### config.mk
export PLATFORM = sky130hd
export DESIGN_NAME = websocket_receive_deframer
export DESIGN_NICKNAME = d
export VERILOG_FILES = /design/src/sv/wsrd_pkg.sv /design/src/sv/websocket_receive_deframer.sv /design/src/sv/wsrd_front.sv /design/src/sv/wsrd_cmd_q.sv /design/src/sv/wsrd_back.sv
export SDC_FILE = /design/constraint.sdc
export NUM_CORES = 1
export LEC_CHECK = 0
export ABC_AREA = 1
export BUFFER_PORTS_ARGS = -buffer_cell sky130_fd_sc_hd__clkbuf_2
export CORE_ASPECT_RATIO = 1.75
export CORE_MARGIN = 2
export CORE_UTILIZATION = 45
export CTS_CLUSTER_SIZE = 8
export DETAILED_ROUTE_END_ITERATION = 6
export PLACE_DENSITY = 0.58
export SLEW_MARGIN = 20
export SYNTH_ARGS = -nofsm -noshare
export SYNTH_HDL_FRONTEND = slang
export SYNTH_SLANG_ARGS = --single-unit
export TNS_END_PERCENT = 50
### constraint.sdc
create_clock -name i_clk -period 9.9 [get_ports i_clk]
set_input_delay 1.485 -clock i_clk [delete_from_list [all_inputs] [get_ports i_clk]]
set_output_delay 1.485 -clock i_clk [all_outputs]
set_load 0.01 [all_outputs]
### src/sv/wsrd_pkg.sv
package wsrd_pkg;

    // result kinds
    localparam logic [1:0] KIND_HDR    = 2'd0;
    localparam logic [1:0] KIND_DATA   = 2'd1;
    localparam logic [1:0] KIND_REJECT = 2'd2;

    // parser phases
    localparam logic [1:0] PH_HDR0 = 2'd0;
    localparam logic [1:0] PH_HDR1 = 2'd1;
    localparam logic [1:0] PH_EXT  = 2'd2;
    localparam logic [1:0] PH_DATA = 2'd3;

    localparam logic [6:0] LEN_EXT16 = 7'd126;
    localparam logic [6:0] LEN_EXT64 = 7'd127;
    localparam logic [3:0] OPC_CLOSE = 4'd8;

    localparam logic [2:0] EXT_LEFT16 = 3'd1;
    localparam logic [2:0] EXT_LEFT64 = 3'd7;

    localparam int LEN_W = 63;

    // command queue between parser and result builder
    localparam int CMDQ_DEPTH = 4;
    localparam int CMDQ_AW    = $clog2(CMDQ_DEPTH);
    // result queue at the output
    localparam int RESQ_DEPTH = 2;
    localparam int RESQ_AW    = $clog2(RESQ_DEPTH);

    typedef struct packed {
        logic [1:0]       kind;
        logic             fin;
        logic [3:0]       opcode;
        logic [LEN_W-1:0] payload_len;
        logic [7:0]       data_byte;
        logic             last;
    } t_cmd;

    typedef struct packed {
        logic [1:0]       kind;
        logic             fin;
        logic [3:0]       opcode;
        logic [LEN_W-1:0] payload_len;
        logic [7:0]       data_byte;
        logic             last;
        logic [15:0]      close_status;
    } t_res;

endpackage

### src/sv/websocket_receive_deframer.sv
// Channel   Direction  Handshake          Payload
// receive   in         push / full        i_rx_byte
// result    out        empty / pop        o_kind o_fin o_opcode o_payload_len
//                                         o_data_byte o_last o_close_status
//
// One byte a cycle is taken while full is low; each byte that yields a result
// is written into the command queue at its accepting edge, then moved by the
// result builder into the result queue, where it can be popped (parser,
// command queue, result builder, result queue). Sustained rate is one byte
// per cycle while full stays low; the parser's 63-bit length decrement is combinational.
// Reset is synchronous and active low; it returns the parser to the first
// header byte, reopens a closed connection and empties both queues.
// A stalled result side backs up the four-entry command queue; full rises
// only once that queue is full.
module websocket_receive_deframer (
    input  logic                       i_clk,
    input  logic                       i_rst_n,
    input  logic                       push,
    output logic                       full,
    input  logic [7:0]                 i_rx_byte,
    output logic                       empty,
    input  logic                       pop,
    output logic [1:0]                 o_kind,
    output logic                       o_fin,
    output logic [3:0]                 o_opcode,
    output logic [wsrd_pkg::LEN_W-1:0] o_payload_len,
    output logic [7:0]                 o_data_byte,
    output logic                       o_last,
    output logic [15:0]                o_close_status
);
    import wsrd_pkg::*;

    logic take;
    logic cmd_push;
    t_cmd cmd_in;
    logic cmd_empty;
    logic cmd_pop;
    t_cmd cmd_out;
    t_res res;

    // accept a transaction only when the command queue has room
    assign take = push && !full;

    // front: parse header bytes, classify each byte, raise commands
    wsrd_front u_front (
        .i_clk      (i_clk),
        .i_rst_n    (i_rst_n),
        .i_take     (take),
        .i_rx_byte  (i_rx_byte),
        .o_cmd_push (cmd_push),
        .o_cmd      (cmd_in)
    );

    // hold commands so parser and result builder stall independently
    wsrd_cmd_q u_cmd_q (
        .i_clk   (i_clk),
        .i_rst_n (i_rst_n),
        .i_push  (cmd_push),
        .i_cmd   (cmd_in),
        .o_full  (full),
        .i_pop   (cmd_pop),
        .o_empty (cmd_empty),
        .o_cmd   (cmd_out)
    );

    // back: build the close status and queue the finished results
    wsrd_back u_back (
        .i_clk       (i_clk),
        .i_rst_n     (i_rst_n),
        .i_cmd_valid (!cmd_empty),
        .i_cmd       (cmd_out),
        .o_cmd_pop   (cmd_pop),
        .i_pop       (pop),
        .o_empty     (empty),
        .o_res       (res)
    );

    assign o_kind         = res.kind;
    assign o_fin          = res.fin;
    assign o_opcode       = res.opcode;
    assign o_payload_len  = res.payload_len;
    assign o_data_byte    = res.data_byte;
    assign o_last         = res.last;
    assign o_close_status = res.close_status;

    // a rejected result carries nothing but its kind
    a_reject_clean: assert property (@(posedge i_clk) disable iff (!i_rst_n)
        (!empty && o_kind == KIND_REJECT) |->
            (!o_last && o_close_status == '0 && o_payload_len == '0))
        else $error("rejected result carries frame fields");

    // a close status only appears on the last result of a close frame
    a_close_status: assert property (@(posedge i_clk) disable iff (!i_rst_n)
        (!empty && o_close_status != '0) |->
            (o_last && o_opcode == OPC_CLOSE && o_kind == KIND_DATA))
        else $error("close status outside last byte of a close frame");

    // a header that ends its frame must announce an empty payload
    a_empty_hdr: assert property (@(posedge i_clk) disable iff (!i_rst_n)
        (!empty && o_kind == KIND_HDR && o_last) |-> (o_payload_len == '0))
        else $error("final header with non-empty payload");

    // a result taken while the command queue was idle cannot appear from nowhere
    a_no_spurious: assert property (@(posedge i_clk) disable iff (!i_rst_n)
        ($past(empty) && $past(cmd_empty) && !$past(cmd_push)) |-> empty)
        else $error("result appeared without a command");

endmodule

### src/sv/wsrd_front.sv
module wsrd_front (
    input  logic           i_clk,
    input  logic           i_rst_n,
    input  logic           i_take,
    input  logic [7:0]     i_rx_byte,
    output logic           o_cmd_push,
    output wsrd_pkg::t_cmd o_cmd
);
    import wsrd_pkg::*;

    logic [1:0]       r_phase, n_phase;
    logic             r_fin, n_fin;
    logic [3:0]       r_opc, n_opc;
    logic [2:0]       r_ext, n_ext;
    logic [LEN_W-1:0] r_len, n_len;
    logic [LEN_W-1:0] r_rem, n_rem;
    logic             r_closed, n_closed;

    logic             hdr_emit;
    logic [LEN_W-1:0] hdr_len;
    logic             hdr_empty;
    logic             data_last;

    always_comb begin
        n_phase    = r_phase;
        n_fin      = r_fin;
        n_opc      = r_opc;
        n_ext      = r_ext;
        n_len      = r_len;
        n_rem      = r_rem;
        n_closed   = r_closed;
        hdr_emit   = 1'b0;
        hdr_len    = {{(LEN_W-7){1'b0}}, i_rx_byte[6:0]};
        hdr_empty  = 1'b0;
        data_last  = (r_rem == {{(LEN_W-1){1'b0}}, 1'b1});
        o_cmd_push = 1'b0;
        o_cmd      = '0;

        if (i_take) begin
            if (r_closed) begin
                o_cmd_push = 1'b1;
                o_cmd.kind = KIND_REJECT;
            end else begin
                case (r_phase)
                    PH_HDR0: begin
                        n_fin   = i_rx_byte[7];
                        n_opc   = i_rx_byte[3:0];
                        n_phase = PH_HDR1;
                    end
                    PH_HDR1: begin
                        n_len = '0;
                        if (i_rx_byte[6:0] == LEN_EXT16) begin
                            n_ext   = EXT_LEFT16;
                            n_phase = PH_EXT;
                        end else if (i_rx_byte[6:0] == LEN_EXT64) begin
                            n_ext   = EXT_LEFT64;
                            n_phase = PH_EXT;
                        end else begin
                            hdr_emit = 1'b1;
                        end
                    end
                    PH_EXT: begin
                        hdr_len = {r_len[LEN_W-9:0], i_rx_byte};
                        n_len   = hdr_len;
                        if (r_ext == 3'd0) begin
                            hdr_emit = 1'b1;
                        end else begin
                            n_ext = r_ext - 3'd1;
                        end
                    end
                    default: begin
                        n_rem             = r_rem - {{(LEN_W-1){1'b0}}, 1'b1};
                        o_cmd_push        = 1'b1;
                        o_cmd.kind        = KIND_DATA;
                        o_cmd.fin         = r_fin;
                        o_cmd.opcode      = r_opc;
                        o_cmd.payload_len = r_len;
                        o_cmd.data_byte   = i_rx_byte;
                        o_cmd.last        = data_last;
                        if (data_last) begin
                            n_phase = PH_HDR0;
                            if (r_opc == OPC_CLOSE) begin
                                n_closed = 1'b1;
                            end
                        end
                    end
                endcase

                hdr_empty = (hdr_len == '0);

                if (hdr_emit) begin
                    n_len             = hdr_len;
                    n_rem             = hdr_len;
                    o_cmd_push        = 1'b1;
                    o_cmd.kind        = KIND_HDR;
                    o_cmd.fin         = r_fin;
                    o_cmd.opcode      = r_opc;
                    o_cmd.payload_len = hdr_len;
                    o_cmd.last        = hdr_empty;
                    if (hdr_empty) begin
                        n_phase = PH_HDR0;
                        if (r_opc == OPC_CLOSE) begin
                            n_closed = 1'b1;
                        end
                    end else begin
                        n_phase = PH_DATA;
                    end
                end
            end
        end
    end

    always_ff @(posedge i_clk) begin
        if (!i_rst_n) begin
            r_phase  <= PH_HDR0;
            r_fin    <= 1'b0;
            r_opc    <= '0;
            r_ext    <= '0;
            r_len    <= '0;
            r_rem    <= '0;
            r_closed <= 1'b0;
        end else begin
            r_phase  <= n_phase;
            r_fin    <= n_fin;
            r_opc    <= n_opc;
            r_ext    <= n_ext;
            r_len    <= n_len;
            r_rem    <= n_rem;
            r_closed <= n_closed;
        end
    end

endmodule

### src/sv/wsrd_cmd_q.sv
module wsrd_cmd_q (
    input  logic           i_clk,
    input  logic           i_rst_n,
    input  logic           i_push,
    input  wsrd_pkg::t_cmd i_cmd,
    output logic           o_full,
    input  logic           i_pop,
    output logic           o_empty,
    output wsrd_pkg::t_cmd o_cmd
);
    import wsrd_pkg::*;

    t_cmd             r_mem [CMDQ_DEPTH];
    logic [CMDQ_AW-1:0] r_wr, n_wr;
    logic [CMDQ_AW-1:0] r_rd, n_rd;
    logic [CMDQ_AW:0]   r_cnt, n_cnt;
    logic               do_push, do_pop;

    assign o_full  = (r_cnt == CMDQ_DEPTH[CMDQ_AW:0]);
    assign o_empty = (r_cnt == '0);
    assign o_cmd   = r_mem[r_rd];

    assign do_push = i_push && !o_full;
    assign do_pop  = i_pop && !o_empty;

    always_comb begin
        n_wr  = do_push ? r_wr + 1'b1 : r_wr;
        n_rd  = do_pop ? r_rd + 1'b1 : r_rd;
        n_cnt = r_cnt;
        if (do_push && !do_pop) begin
            n_cnt = r_cnt + 1'b1;
        end else if (do_pop && !do_push) begin
            n_cnt = r_cnt - 1'b1;
        end
    end

    always_ff @(posedge i_clk) begin
        if (do_push) begin
            r_mem[r_wr] <= i_cmd;
        end
    end

    always_ff @(posedge i_clk) begin
        if (!i_rst_n) begin
            r_wr  <= '0;
            r_rd  <= '0;
            r_cnt <= '0;
        end else begin
            r_wr  <= n_wr;
            r_rd  <= n_rd;
            r_cnt <= n_cnt;
        end
    end

endmodule

### src/sv/wsrd_back.sv
module wsrd_back (
    input  logic           i_clk,
    input  logic           i_rst_n,
    input  logic           i_cmd_valid,
    input  wsrd_pkg::t_cmd i_cmd,
    output logic           o_cmd_pop,
    input  logic           i_pop,
    output logic           o_empty,
    output wsrd_pkg::t_res o_res
);
    import wsrd_pkg::*;

    t_res               r_q [RESQ_DEPTH];
    logic [RESQ_AW-1:0] r_wr, r_rd;
    logic [RESQ_AW:0]   r_cnt, n_cnt;
    logic               full, do_pop;

    logic [1:0] r_pos, n_pos;
    logic [7:0] r_hi, n_hi;
    logic [7:0] r_lo, n_lo;
    t_res       res;

    assign full      = (r_cnt == RESQ_DEPTH[RESQ_AW:0]);
    assign o_empty   = (r_cnt == '0);
    assign o_res     = r_q[r_rd];
    assign o_cmd_pop = i_cmd_valid && !full;
    assign do_pop    = i_pop && !o_empty;

    // track the first two payload bytes of each frame for the close status
    always_comb begin
        n_pos = r_pos;
        n_hi  = r_hi;
        n_lo  = r_lo;
        res.kind         = i_cmd.kind;
        res.fin          = i_cmd.fin;
        res.opcode       = i_cmd.opcode;
        res.payload_len  = i_cmd.payload_len;
        res.data_byte    = i_cmd.data_byte;
        res.last         = i_cmd.last;
        res.close_status = '0;
        case (i_cmd.kind)
            KIND_HDR: begin
                n_pos = 2'd0;
            end
            KIND_DATA: begin
                if (r_pos == 2'd0) begin
                    n_hi = i_cmd.data_byte;
                end
                if (r_pos == 2'd1) begin
                    n_lo = i_cmd.data_byte;
                end
                if (r_pos != 2'd2) begin
                    n_pos = r_pos + 2'd1;
                end
                if (i_cmd.last && i_cmd.opcode == OPC_CLOSE && n_pos == 2'd2) begin
                    res.close_status = {n_hi, n_lo};
                end
            end
            default: begin
            end
        endcase
    end

    always_comb begin
        n_cnt = r_cnt;
        if (o_cmd_pop && !do_pop) begin
            n_cnt = r_cnt + 1'b1;
        end else if (do_pop && !o_cmd_pop) begin
            n_cnt = r_cnt - 1'b1;
        end
    end

    always_ff @(posedge i_clk) begin
        if (o_cmd_pop) begin
            r_q[r_wr] <= res;
            r_hi      <= n_hi;
            r_lo      <= n_lo;
        end
    end

    always_ff @(posedge i_clk) begin
        if (!i_rst_n) begin
            r_wr  <= '0;
            r_rd  <= '0;
            r_cnt <= '0;
            r_pos <= 2'd0;
        end else begin
            r_cnt <= n_cnt;
            if (o_cmd_pop) begin
                r_wr  <= r_wr + 1'b1;
                r_pos <= n_pos;
            end
            if (do_pop) begin
                r_rd <= r_rd + 1'b1;
            end
        end
    end

endmodule

==> results of run 1 <==
## flip-flops by register name (all words and copies together), names as in the netlist, 2 cells and up, named ones only
signal	cells
u_back.r_q	190
u_front.r_rem	63
u_back.r_hi	8
u_back.r_lo	8
u_front.r_len	63
u_cmd_q.r_cnt	3
u_front.r_phase	2
u_cmd_q.r_wr	2
u_back.r_pos	2
u_front.r_ext	3
u_cmd_q.r_rd	2
u_cmd_q.r_mem	316
u_front.r_opc	4
u_back.r_cnt	2
## power groups by stage
stage	Combinational (uW)	Clock [uW]	Sequential [uW]
4_1_cts	4990	3050	4150
3_3_place_gp	4900	0	4170
5_1_grt	5500	3170	4200
6_report	4980	3000	4150
2_1_floorplan	3460	0	4120
3_5_place_dp	4960	0	4200
## synth_stat cells (2+ instances only)
master	n	area share
a211oi_1	2	0.00051
a21boi_0	3	0.00077
a21oi_1	213	0.036
a32o_1	4	0.0014
and2_1	2	0.00043
buf_1	11	0.0014
buf_2	40	0.0068
buf_4	15	0.0038
buf_6	8	0.0031
clkbuf_1	79	0.010
dfxtp_1	153	0.10
edfxtp_1	522	0.53
ha_1	18	0.0077
inv_1	179	0.023
inv_2	5	0.00064
mux2_2	95	0.036
nand2_1	490	0.063
nand2_2	4	0.00085
nand2_4	5	0.0019
nand3_1	147	0.025
nand3_2	3	0.0010
nand3b_1	13	0.0033
nand4_1	11	0.0023
nor2_1	408	0.052
nor2_2	8	0.0017
nor2_4	4	0.0015
nor3_1	7	0.0012
o21ai_0	280	0.048
o21ai_1	20	0.0034
o22ai_1	66	0.014
xnor2_1	8	0.0024
xor2_1	16	0.0048
## metal layers
metal	wire length, um	vias to the layer above	global-route usage
met4	3900	2	0.127
met2	43700	743	0.449
met1	30800	10500	0.280
met5	13	-	0
met3	4750	198	0.0358
li1	-	10000	-
## tightest hold or removal path: cells and delay by family, from the launching register on
kind,cells,cell delay [ps]
buffers and inverters,1,60
flip-flops,1,290
AO/OA/AOI/OAI,1,70
## how the worst max path moves through the flow
stage                       start              endpoint  slack, ps  cells past startpoint
2_1_floorplan        i_rx_byte[5]   u_cmd_q.r_mem[0][0]       4010                      9
3_3_place_gp         i_rx_byte[5]  u_cmd_q.r_mem[3][60]       5120                     11
3_5_place_dp         i_rx_byte[5]  u_cmd_q.r_mem[3][62]       5080                     11
4_1_cts                 flip-flop        u_back.r_lo[5]       5570                      7
5_1_grt                 flip-flop        u_back.r_lo[6]       5250                      7
6_report       u_front.r_phase[0]  u_cmd_q.r_mem[3][64]       5590                      9
## stage by stage
stage               utilization  cell area, um2  instances  setup slack [ps]  hold WS, ps
floorplan                     -           29400       2849              4010          430
global placement          0.472           30400       3640              5120          442
detailed placement        0.472           30400       3640              5080          461
CTS                       0.515           33200       3814              5570          471
global route              0.515           33200       3814              5250          498
finish                    0.515           33200       3814              5590          471
## area by class of cell
class                   count  area, um2
inverters                 185        699
fillers                  5756      31300
clock buffers             167       2630
well taps                 812       1020
clock inverters             7        130
repair buffers            132        724
multi-input cells        1836       9250
flip-flops and latches    675      18700
## kinds of logic (layout without fill, tap and decap cells)
kind of cell / count (synthesis) / after routing
mux: 95 / 95
xor+xnor: 24 / 24
compound gates: 594 / 594
simple gates: 1104 / 1104
flops: 675 / 675
fa+ha+maj: 19 / 19
buf+inv: 338 / 491
==> metrics.txt, run 1 <==
status finished clean; Comb pwr share 0.410; Remaining DRCs 0; Die ar. 0.0674 mm2; min-delay src u_cmd_q.r_rd[1]; drt total wl 83.2 mm; Clk pin slew, worst setup/hold paths 60 ps; I/O Buffers 108; crit path time final 4310 ps; largest family of logic cells by synthesized area simple AND/OR/NAND/NOR gates; cell mode on critical path nand2_4; fmax 232 MHz; CP Capture Type flip-flop; Starting DRT DRC Count ~1.5k; RSZ-0062 raised after global routing no; class of the worst hold path flip-flop to flip-flop; via/cell ratio around 5.6; Adder-Cell Fraction of Synth Area 0.00835; crit start category flip-flop; die width 197 um; DR pass1 iterations 5; Clock power frac 0.247; Clk Latency, worst-skew pair 660 ps; maximum fanout along the worst path 61; initial antenna violation count 1; hold depth 2; first-pass GRT wire length roughly 130 mm; clk sinks 675; Net Sw Frac 0.409; endpoints failing setup 0; total number of H-tree levels 3; CORE AREA 0.0645 mm2; final hold vios 0; Top FF cell, synth edfxtp_1; GP Congestion 0.872; number of global-route vias before repair 21.3k; gr usage total 0.247; power per cell area 366 mW/mm2; sequential share of the synthesized area 0.638; Cell Area, Synth 0.0294 mm2; layout cells sized above 1 0.124; Max VDD drop 0.000171 V; Ys Warns 0; largest net degree at the start of global routing 96; NumNets Final 2,955; ant diodes 0; Synth cell types 42; Detail Route Antenna Nets 0; TritonCTS Buffers 94; WS Path Type flip-flop to flip-flop; Compound-Gate Fraction of Synth Area 0.106; flop and latch count out of synthesis 675; multiplexer share of the synthesized area 0.0364; CP required ~10,000 ps; Int Power 7170 uW; Top-Level Pins 109; Hold Buf Count CTS 0; Slew headroom 0.243; Post-Synth Simple-Gate Area 0.155; Seq pwr share 0.342; Root Buffer clkbuf_16; TritonCTS clock tree yes; post_cts resized 0; max_cap viols 0; commonest non-fill, non-tap cell in the layout edfxtp_1; clk buf depth 3; setup bufs post-CTS 0; critical path's slowest cell buf_4; Top delay family on crit path simple AND/OR/NAND/NOR gates; worst path cell trace inv_1 -> ha_2 -> nand3_2 -> nand2_4 -> nand2_4 -> nand2_4 -> o21ai_2 -> nor2_4 -> buf_4; FF-to-FF Start u_front.r_phase[0]; clk_skew 35.0 ps; Post-Synth XOR/XNOR Area 0.00716; total grt overflow 0; most frequent cells in the layout 522 x edfxtp_1, 490 x nand2_1, 401 x nor2_1; Async SR Flop Fraction 0; critical path's largest stage delay 930 ps; TNS Setup 0 ps; Rows 123; post-synthesis cell count roughly 2.8k; leakage power 0.0124 uW; Vias 21.5k; Critical Path AT roughly 4600 ps; Sw Pwr 4960 uW; Final Cycle Share 0.435; Tot Pwr around 12,000 uW; Initial Util 0.455; FF-to-FF End u_cmd_q.r_mem[3][64]; synthesized area per cell 10.3 um2; Worst-Margin Slew 1140 ps; dpl hpwl ~52 mm; P&R area growth vs syn 13.0%; Slew Limit Fails 0; depth of the most critical reg-to-reg path 9; average wire per standard cell 21.8 um; r2r setup slk 5590 ps; Post-Syn Nets 2,880; Post-synth EDFFs 522; Die Ht 342 um; buffer and inverter count on the worst path 2
Power figures use the tool's default switching activity.
==> run 2: changes to the inputs <==
--- a/config.mk
+++ b/config.mk
@@ -12,7 +12,7 @@
 export CORE_UTILIZATION = 45
 export CTS_CLUSTER_SIZE = 8
 export DETAILED_ROUTE_END_ITERATION = 6
-export PLACE_DENSITY = 0.58
+export PLACE_DENSITY = 0.6
 export SLEW_MARGIN = 20
 export SYNTH_ARGS = -nofsm -noshare
 export SYNTH_HDL_FRONTEND = slang
==> constraint.sdc (replaced) <==
create_clock -name i_clk -period 3.6 [get_ports i_clk]
set_input_delay 0.54 -clock i_clk [delete_from_list [all_inputs] [get_ports i_clk]]
set_output_delay 0.54 -clock i_clk [all_outputs]
set_load 0.01 [all_outputs]
==> metrics.txt, run 2 (synthesized netlist as in run 1, its figures left out) <==
Initial Util 0.455 (unchanged); first-pass GRT wire length 123 mm (-2.1%); Root Buffer clkbuf_16; Rows 123 (unchanged); dpl hpwl 51.9 mm (+0.15%); largest net degree at the start of global routing 87 (-9.4%); commonest non-fill, non-tap cell in the layout edfxtp_1; drt total wl 80.3 mm (-3.5%); critical path's largest stage delay 650 ps (-280 ps); CORE AREA 0.0645 mm2 (unchanged); Slew headroom 0.386 (+0.143); Sw Pwr 13,400 uW (+170%); clk buf depth 3 (unchanged); number of global-route vias before repair 21.2k (-0.57%); clk_skew 17.3 ps (-17.7 ps); via/cell ratio 5.54 (-1.6%); fmax 359 MHz; total number of H-tree levels 3 (unchanged); Clk pin slew, worst setup/hold paths 50 ps (about the same); final hold vios 0 (unchanged); Net Sw Frac 0.402 (-0.00667); ant diodes 0 (unchanged); TritonCTS Buffers 94 (unchanged); total grt overflow 0 (unchanged); DR pass1 iterations 6 (+1); worst path cell trace buf_4 -> mux2_2 -> clkbuf_2; Seq pwr share 0.346 (+0.004); Final Util 0.519 (+0.00423); Comb pwr share 0.409 (about the same); Final WS setup 818 ps (-4770 ps); gr usage total 0.237 (-0.00945); post_cts resized 0 (unchanged); Largest Register u_cmd_q.r_mem; Int Power 19,900 uW (+180%); crit start category flip-flop; clk sinks 675 (unchanged); Vias 21.3k (-0.81%); Max VDD drop 0.000379 V (+120%); I/O Buffers 108 (unchanged); P&R area growth vs syn 14.0%; initial antenna violation count 1 (unchanged); endpoints failing setup 0 (unchanged); CP required 3060 ps (-7080 ps); Slew Limit Fails 0 (unchanged); Detail Route Antenna Nets 0 (unchanged); Hold Buf Count CTS 0 (unchanged); most frequent cells in the layout 522 x edfxtp_1, 490 x nand2_1, 402 x nor2_1; CP Capture Type output pin; leakage power 0.0125 uW (+1.3%); power per cell area 994 mW/mm2 (+170%); TritonCTS clock tree yes; crit path time final 2780 ps; average wire per standard cell 20.9 um (-4.2%); die width 197 um (unchanged); WS Path Type flip-flop to output pin; Clk Latency, worst-skew pair 620 ps (-40 ps); Worst-Margin Slew 921 ps (-215 ps); Critical Path AT 2240 ps (-2310 ps); Clock power frac 0.245 (-0.002); max_cap viols 0 (unchanged); GP Congestion 0.963 (+10%); Top-Level Pins 109 (unchanged); critical path's slowest cell dfxtp_4; max reg flops 316 (unchanged); Final Cycle Share 0.773; Die ar. 0.0674 mm2 (unchanged); layout cells sized above 1 0.132 (+0.00739); Starting DRT DRC Count 1,635 (+8.9%); Die Ht 342 um (unchanged); class of the worst hold path input pin to flip-flop; setup bufs post-CTS 0 (unchanged); Remaining DRCs 0 (unchanged); registers with the most flip-flops u_cmd_q.r_mem: 316 flops, u_back.r_q: 190 flops; maximum fanout along the worst path 35 (-43%); status finished clean; Post-Place Setup Slack 744 ps (-4330 ps); RSZ-0062 raised after global routing no; NumNets Final 2,984 (+0.98%)
[run 2: changes by cell type in the layout (fill, tap and decap cells not counted), sizes merged]
cell	previous run	this run
bufinv	1	0
clkinvlp	0	1
clkinv	3	0
buf	24	53
clkbuf	275	278
[run 2: power groups by stage]
stage / registers [uW] / logic [uW] / clock network, uW
global placement: 11600 / 13400 / 0
global route: 11700 / 15100 / 8640
detailed placement: 11600 / 13600 / 0
finish: 11500 / 13600 / 8160
CTS: 11500 / 13700 / 8310
floorplan: 11300 / 9530 / 0
[run 2: critical path: cells and delay by family (launching register included)]
kind                   cells  cell delay (ps)
buffers and inverters      2              510
flip-flops                 1              650
multiplexers               1              420
[run 2: path summary, 6_finish.rpt]
| kind | start | end | slack, ps | cells past startpoint |
|---|---|---|---|---|
| min | i_rx_byte[6] | u_front.r_len[6] | 240 | 3 |
| max reg2reg | flip-flop | u_back.r_q[1][57] | 840 | 4 |
| min reg2reg | u_cmd_q.r_rd[1] | flip-flop | 480 | 2 |
| max | flip-flop | o_payload_len[29] | 820 | 3 |
[run 2: per-stage QoR]
step | power [uW] | TNS [ps] | hold WS, ps | std cells | area, um2
floorplan | 20800 | -82590 | 430 | 2849 | 29400
global route | 35400 | 0 | 228 | 3843 | 33500
CTS | 33500 | 0 | 205 | 3843 | 33500
finish | 33300 | 0 | 238 | 3843 | 33500
detailed placement | 25200 | 0 | 459 | 3669 | 30700
global placement | 25000 | 0 | 436 | 3669 | 30700
[run 2: final cells by class]
class | count | area [um2]
fill | 5685 | 31000
sequential | 675 | 18700
multi-input combinational | 1836 | 9230
clock buffer | 170 | 2660
timing repair buffer | 161 | 1050
tap | 812 | 1020
inverter | 185 | 699
clock inverter | 4 | 56.3
[run 2: per-layer routing]
| layer | GRT usage | up-vias | wire length, um | part of all wire |
|---|---|---|---|---|
| li1 | - | 10100 | - | - |
| met1 | 0.275 | 10400 | 30600 | 0.38 |
| met2 | 0.433 | 695 | 42200 | 0.53 |
| met3 | 0.0322 | 152 | 4150 | 0.052 |
| met4 | 0.108 | 2 | 3290 | 0.041 |
| met5 | 0 | - | 9 | 0.00011 |
==> run 3: changes to the inputs <==
--- a/config.mk
+++ b/config.mk
@@ -5,7 +5,7 @@
 export SDC_FILE = /design/constraint.sdc
 export NUM_CORES = 1
 export LEC_CHECK = 0
-export ABC_AREA = 1
+export ABC_AREA = 0
 export BUFFER_PORTS_ARGS = -buffer_cell sky130_fd_sc_hd__clkbuf_2
 export CORE_ASPECT_RATIO = 1.75
 export CORE_MARGIN = 2
==> constraint.sdc (replaced) <==
create_clock -name i_clk -period 2.2 [get_ports i_clk]
set_input_delay 0.33 -clock i_clk [delete_from_list [all_inputs] [get_ports i_clk]]
set_output_delay 0.33 -clock i_clk [all_outputs]
set_load 0.01 [all_outputs]
==> metrics.txt, run 3 <==
synthesized area per cell 14.1 um2 (+37%); Clk pin slew, worst setup/hold paths 50 ps (about the same); fmax 407 MHz; WS Path Type flip-flop to flip-flop; endpoints failing setup 676 (+676); first-pass GRT wire length 118 mm (-3.7%); Detail Route Antenna Nets 0 (unchanged); average wire per standard cell 23.9 um (+15%); Top FF cell, synth edfxtp_1; Synth area leaders edfxtp_1 57%, dfxtp_1 11%, mux4_2 6.4%, mux2_2 4.5%, a21oi_1 2.5%; crit path time final 2450 ps; NumNets Final 2,509 (-16%); CP required 2580 ps (-480 ps); P&R area growth vs syn 34.0%; TNS Setup -62,580 ps (-62,580 ps); Ys Warns 0 (unchanged); clk sinks 675 (unchanged); Post-Syn Nets 1,991 (-31%); max_cap viols 0 (unchanged); CP Capture Type flip-flop; commonest non-fill, non-tap cell in the layout edfxtp_1; dpl hpwl 48.1 mm (-7.4%); class of the worst hold path input pin to flip-flop; die width 192 um (-2.8%); Final Cycle Share 1.12; leakage power 0.0133 uW (+6.6%); Max VDD drop 0.00104 V (+170%); Hold Path Sink u_front.r_opc[0]; status finished, violations left; failing checks negative setup slack; post-synth top area cell edfxtp_1; Synth top cells by count 522 x edfxtp_1, 163 x nand2_1, 153 x dfxtp_1, 138 x a21oi_1, 115 x nor2_1; largest net degree at the start of global routing 64 (-26%); I/O Buffers 108 (unchanged); Slew headroom 0.578 (+0.192); Slew Limit Fails 0 (unchanged); Top-Level Pins 109 (unchanged); total grt overflow 0 (unchanged); Largest Register u_cmd_q.r_mem; power per cell area 1500 mW/mm2 (+51%); Vias 19.3k (-9.2%); depth of the most critical reg-to-reg path 11 (+7); min-delay src i_rx_byte[0]; FF-to-FF End u_cmd_q.r_mem[1][44]; FF-to-FF Start u_front.r_phase[0]; Final Util 0.608 (+0.0890); initial antenna violation count 0 (-1); via/cell ratio 5.79 (+4.6%); CORE AREA 0.0611 mm2 (-5.2%); TritonCTS clock tree yes; crit start category flip-flop; final hold vios 0 (unchanged); post-synthesis cell count 1,960 (-31%); Remaining DRCs 0 (unchanged); maximum fanout along the worst path 5 (-86%); Rows 120 (-2.4%); Final WS setup -255 ps (-1070 ps); gr usage total 0.247 (+0.00941); most common cell in the netlist edfxtp_1; Cell Area, Synth 0.0277 mm2 (-5.5%); drt total wl 79.8 mm (-0.64%); hold depth 3 (unchanged); Post-synth EDFFs 522 (unchanged); number of global-route vias before repair 19.5k (-8.0%); Synth cell types 75 (+79%); Die Ht 332 um (-2.8%); Initial Util 0.454 (-0.00148); registers with the most flip-flops u_cmd_q.r_mem: 316 flops, u_back.r_q: 190 flops; most frequent cells in the layout 522 x edfxtp_1, 289 x buf_4, 141 x nand2_1; max reg flops 316 (unchanged); clk_skew 31.5 ps (+14.2 ps); TritonCTS Buffers 94 (unchanged); total number of H-tree levels 3 (unchanged); Critical Path AT 2840 ps (+600 ps); footprint of the multi-input gates 0.00928 mm2 (+0.49%); sequential share of the synthesized area 0.676 (+0.0374); RSZ-0062 raised after global routing yes; ant diodes 0 (unchanged); Root Buffer clkbuf_16; share of the synthesized area in the top cell type 0.565 (+0.0313); Async SR Flop Fraction 0 (unchanged); Worst-Margin Slew 631 ps (-290 ps); DR pass1 iterations 6 (unchanged); Seq. cell area 0.0188 mm2 (+0.17%); r2r setup slk -250 ps (-1090 ps); flop and latch count out of synthesis 675 (unchanged); Die ar. 0.0637 mm2 (-5.5%); fill cell count 4,584 (-19%); GP Congestion 0.904 (-6.1%); Tot Pwr 55,900 uW (+68%); Clk Latency, worst-skew pair 640 ps (+20 ps); clk buf depth 3 (unchanged); Starting DRT DRC Count 1,775 (+8.6%); layout cells sized above 1 0.400 (+0.269)
[run 3: worst max path at each step]
stage,slack [ps],end,startpoint
final,-250,u_cmd_q.r_mem[1][44],u_front.r_phase[0]
after global routing,-340,u_cmd_q.r_cnt[2],u_front.r_phase[0]
after CTS,-250,u_front.r_phase[1],u_front.r_len[22]
after detailed placement,-590,u_front.r_phase[1],u_front.r_len[36]
after global placement,-540,u_cmd_q.r_mem[0][0],u_front.r_len[36]
after floorplan,-420,u_cmd_q.r_cnt[2],u_front.r_phase[0]
[run 3: critical path, cell delays in order, from the launching register on]
cell	delay [ps]
dfxtp_4	360
inv_4	50
ha_4	240
and2_4	160
a22oi_2	190
nand2_4	80
o311a_4	370
buf_16	160
buf_6	120
and2_4	200
buf_12	160
buf_8	120
[run 3: logic make-up after synthesis]
logic type / count (synthesis) / synth area share
AOI/OAI and AO/OA: 356 / 0.0823
xor gates and xnor gates: 9 / 0.00284
adders and majority gates: 19 / 0.00884
buffers and inverters: 150 / 0.0212
DFF: 675 / 0.676
muxes: 196 / 0.111
and+or+nand+nor: 555 / 0.0977
[run 3: per-layer routing]
metal  share of wire  track usage
met5               0            0
met4           0.058        0.137
met3           0.057       0.0369
met2            0.51        0.426
met1            0.37        0.293
[run 3: stage by stage]
| stage | instance area [um2] | hold slack, ps | std cells | setup slack, ps |
|---|---|---|---|---|
| 2_1_floorplan | 27900 | 432 | 1960 | -425 |
| 3_3_place_gp | 31900 | 439 | 3074 | -542 |
| 3_5_place_dp | 31900 | 447 | 3074 | -595 |
| 4_1_cts | 36700 | 118 | 3320 | -251 |
| 5_1_grt | 37200 | 139 | 3335 | -336 |
| 6_report | 37200 | 120 | 3335 | -255 |
[run 3: final cells by class]
class,instances,area share
sequential,675,0.505
multi-input combinational,1142,0.250
timing repair buffer,539,0.142
clock buffer,154,0.0708
tap,793,0.0267
inverter,26,0.00273
clock inverter,6,0.00259
[run 3: power by group]
part	total, uW	leakage (uW)	switching, uW	internal, uW
Clock	13300	0.00130	5210	8080
Combinational	25300	0.00595	13000	12200
Sequential	17400	0.00610	745	16600
Total	55900	0.0133	19000	36900
[run 3: repair_timing]
action | in CTS | in global routing
hold buffers | 1 | 0
hold endpoints to repair | 1 | 0
cloned | 39 | 9
setup buffers | 49 | 27
endpoints found under the setup margin | 738 | 774
resized for setup | 194 | 104
pin swaps | 44 | 31
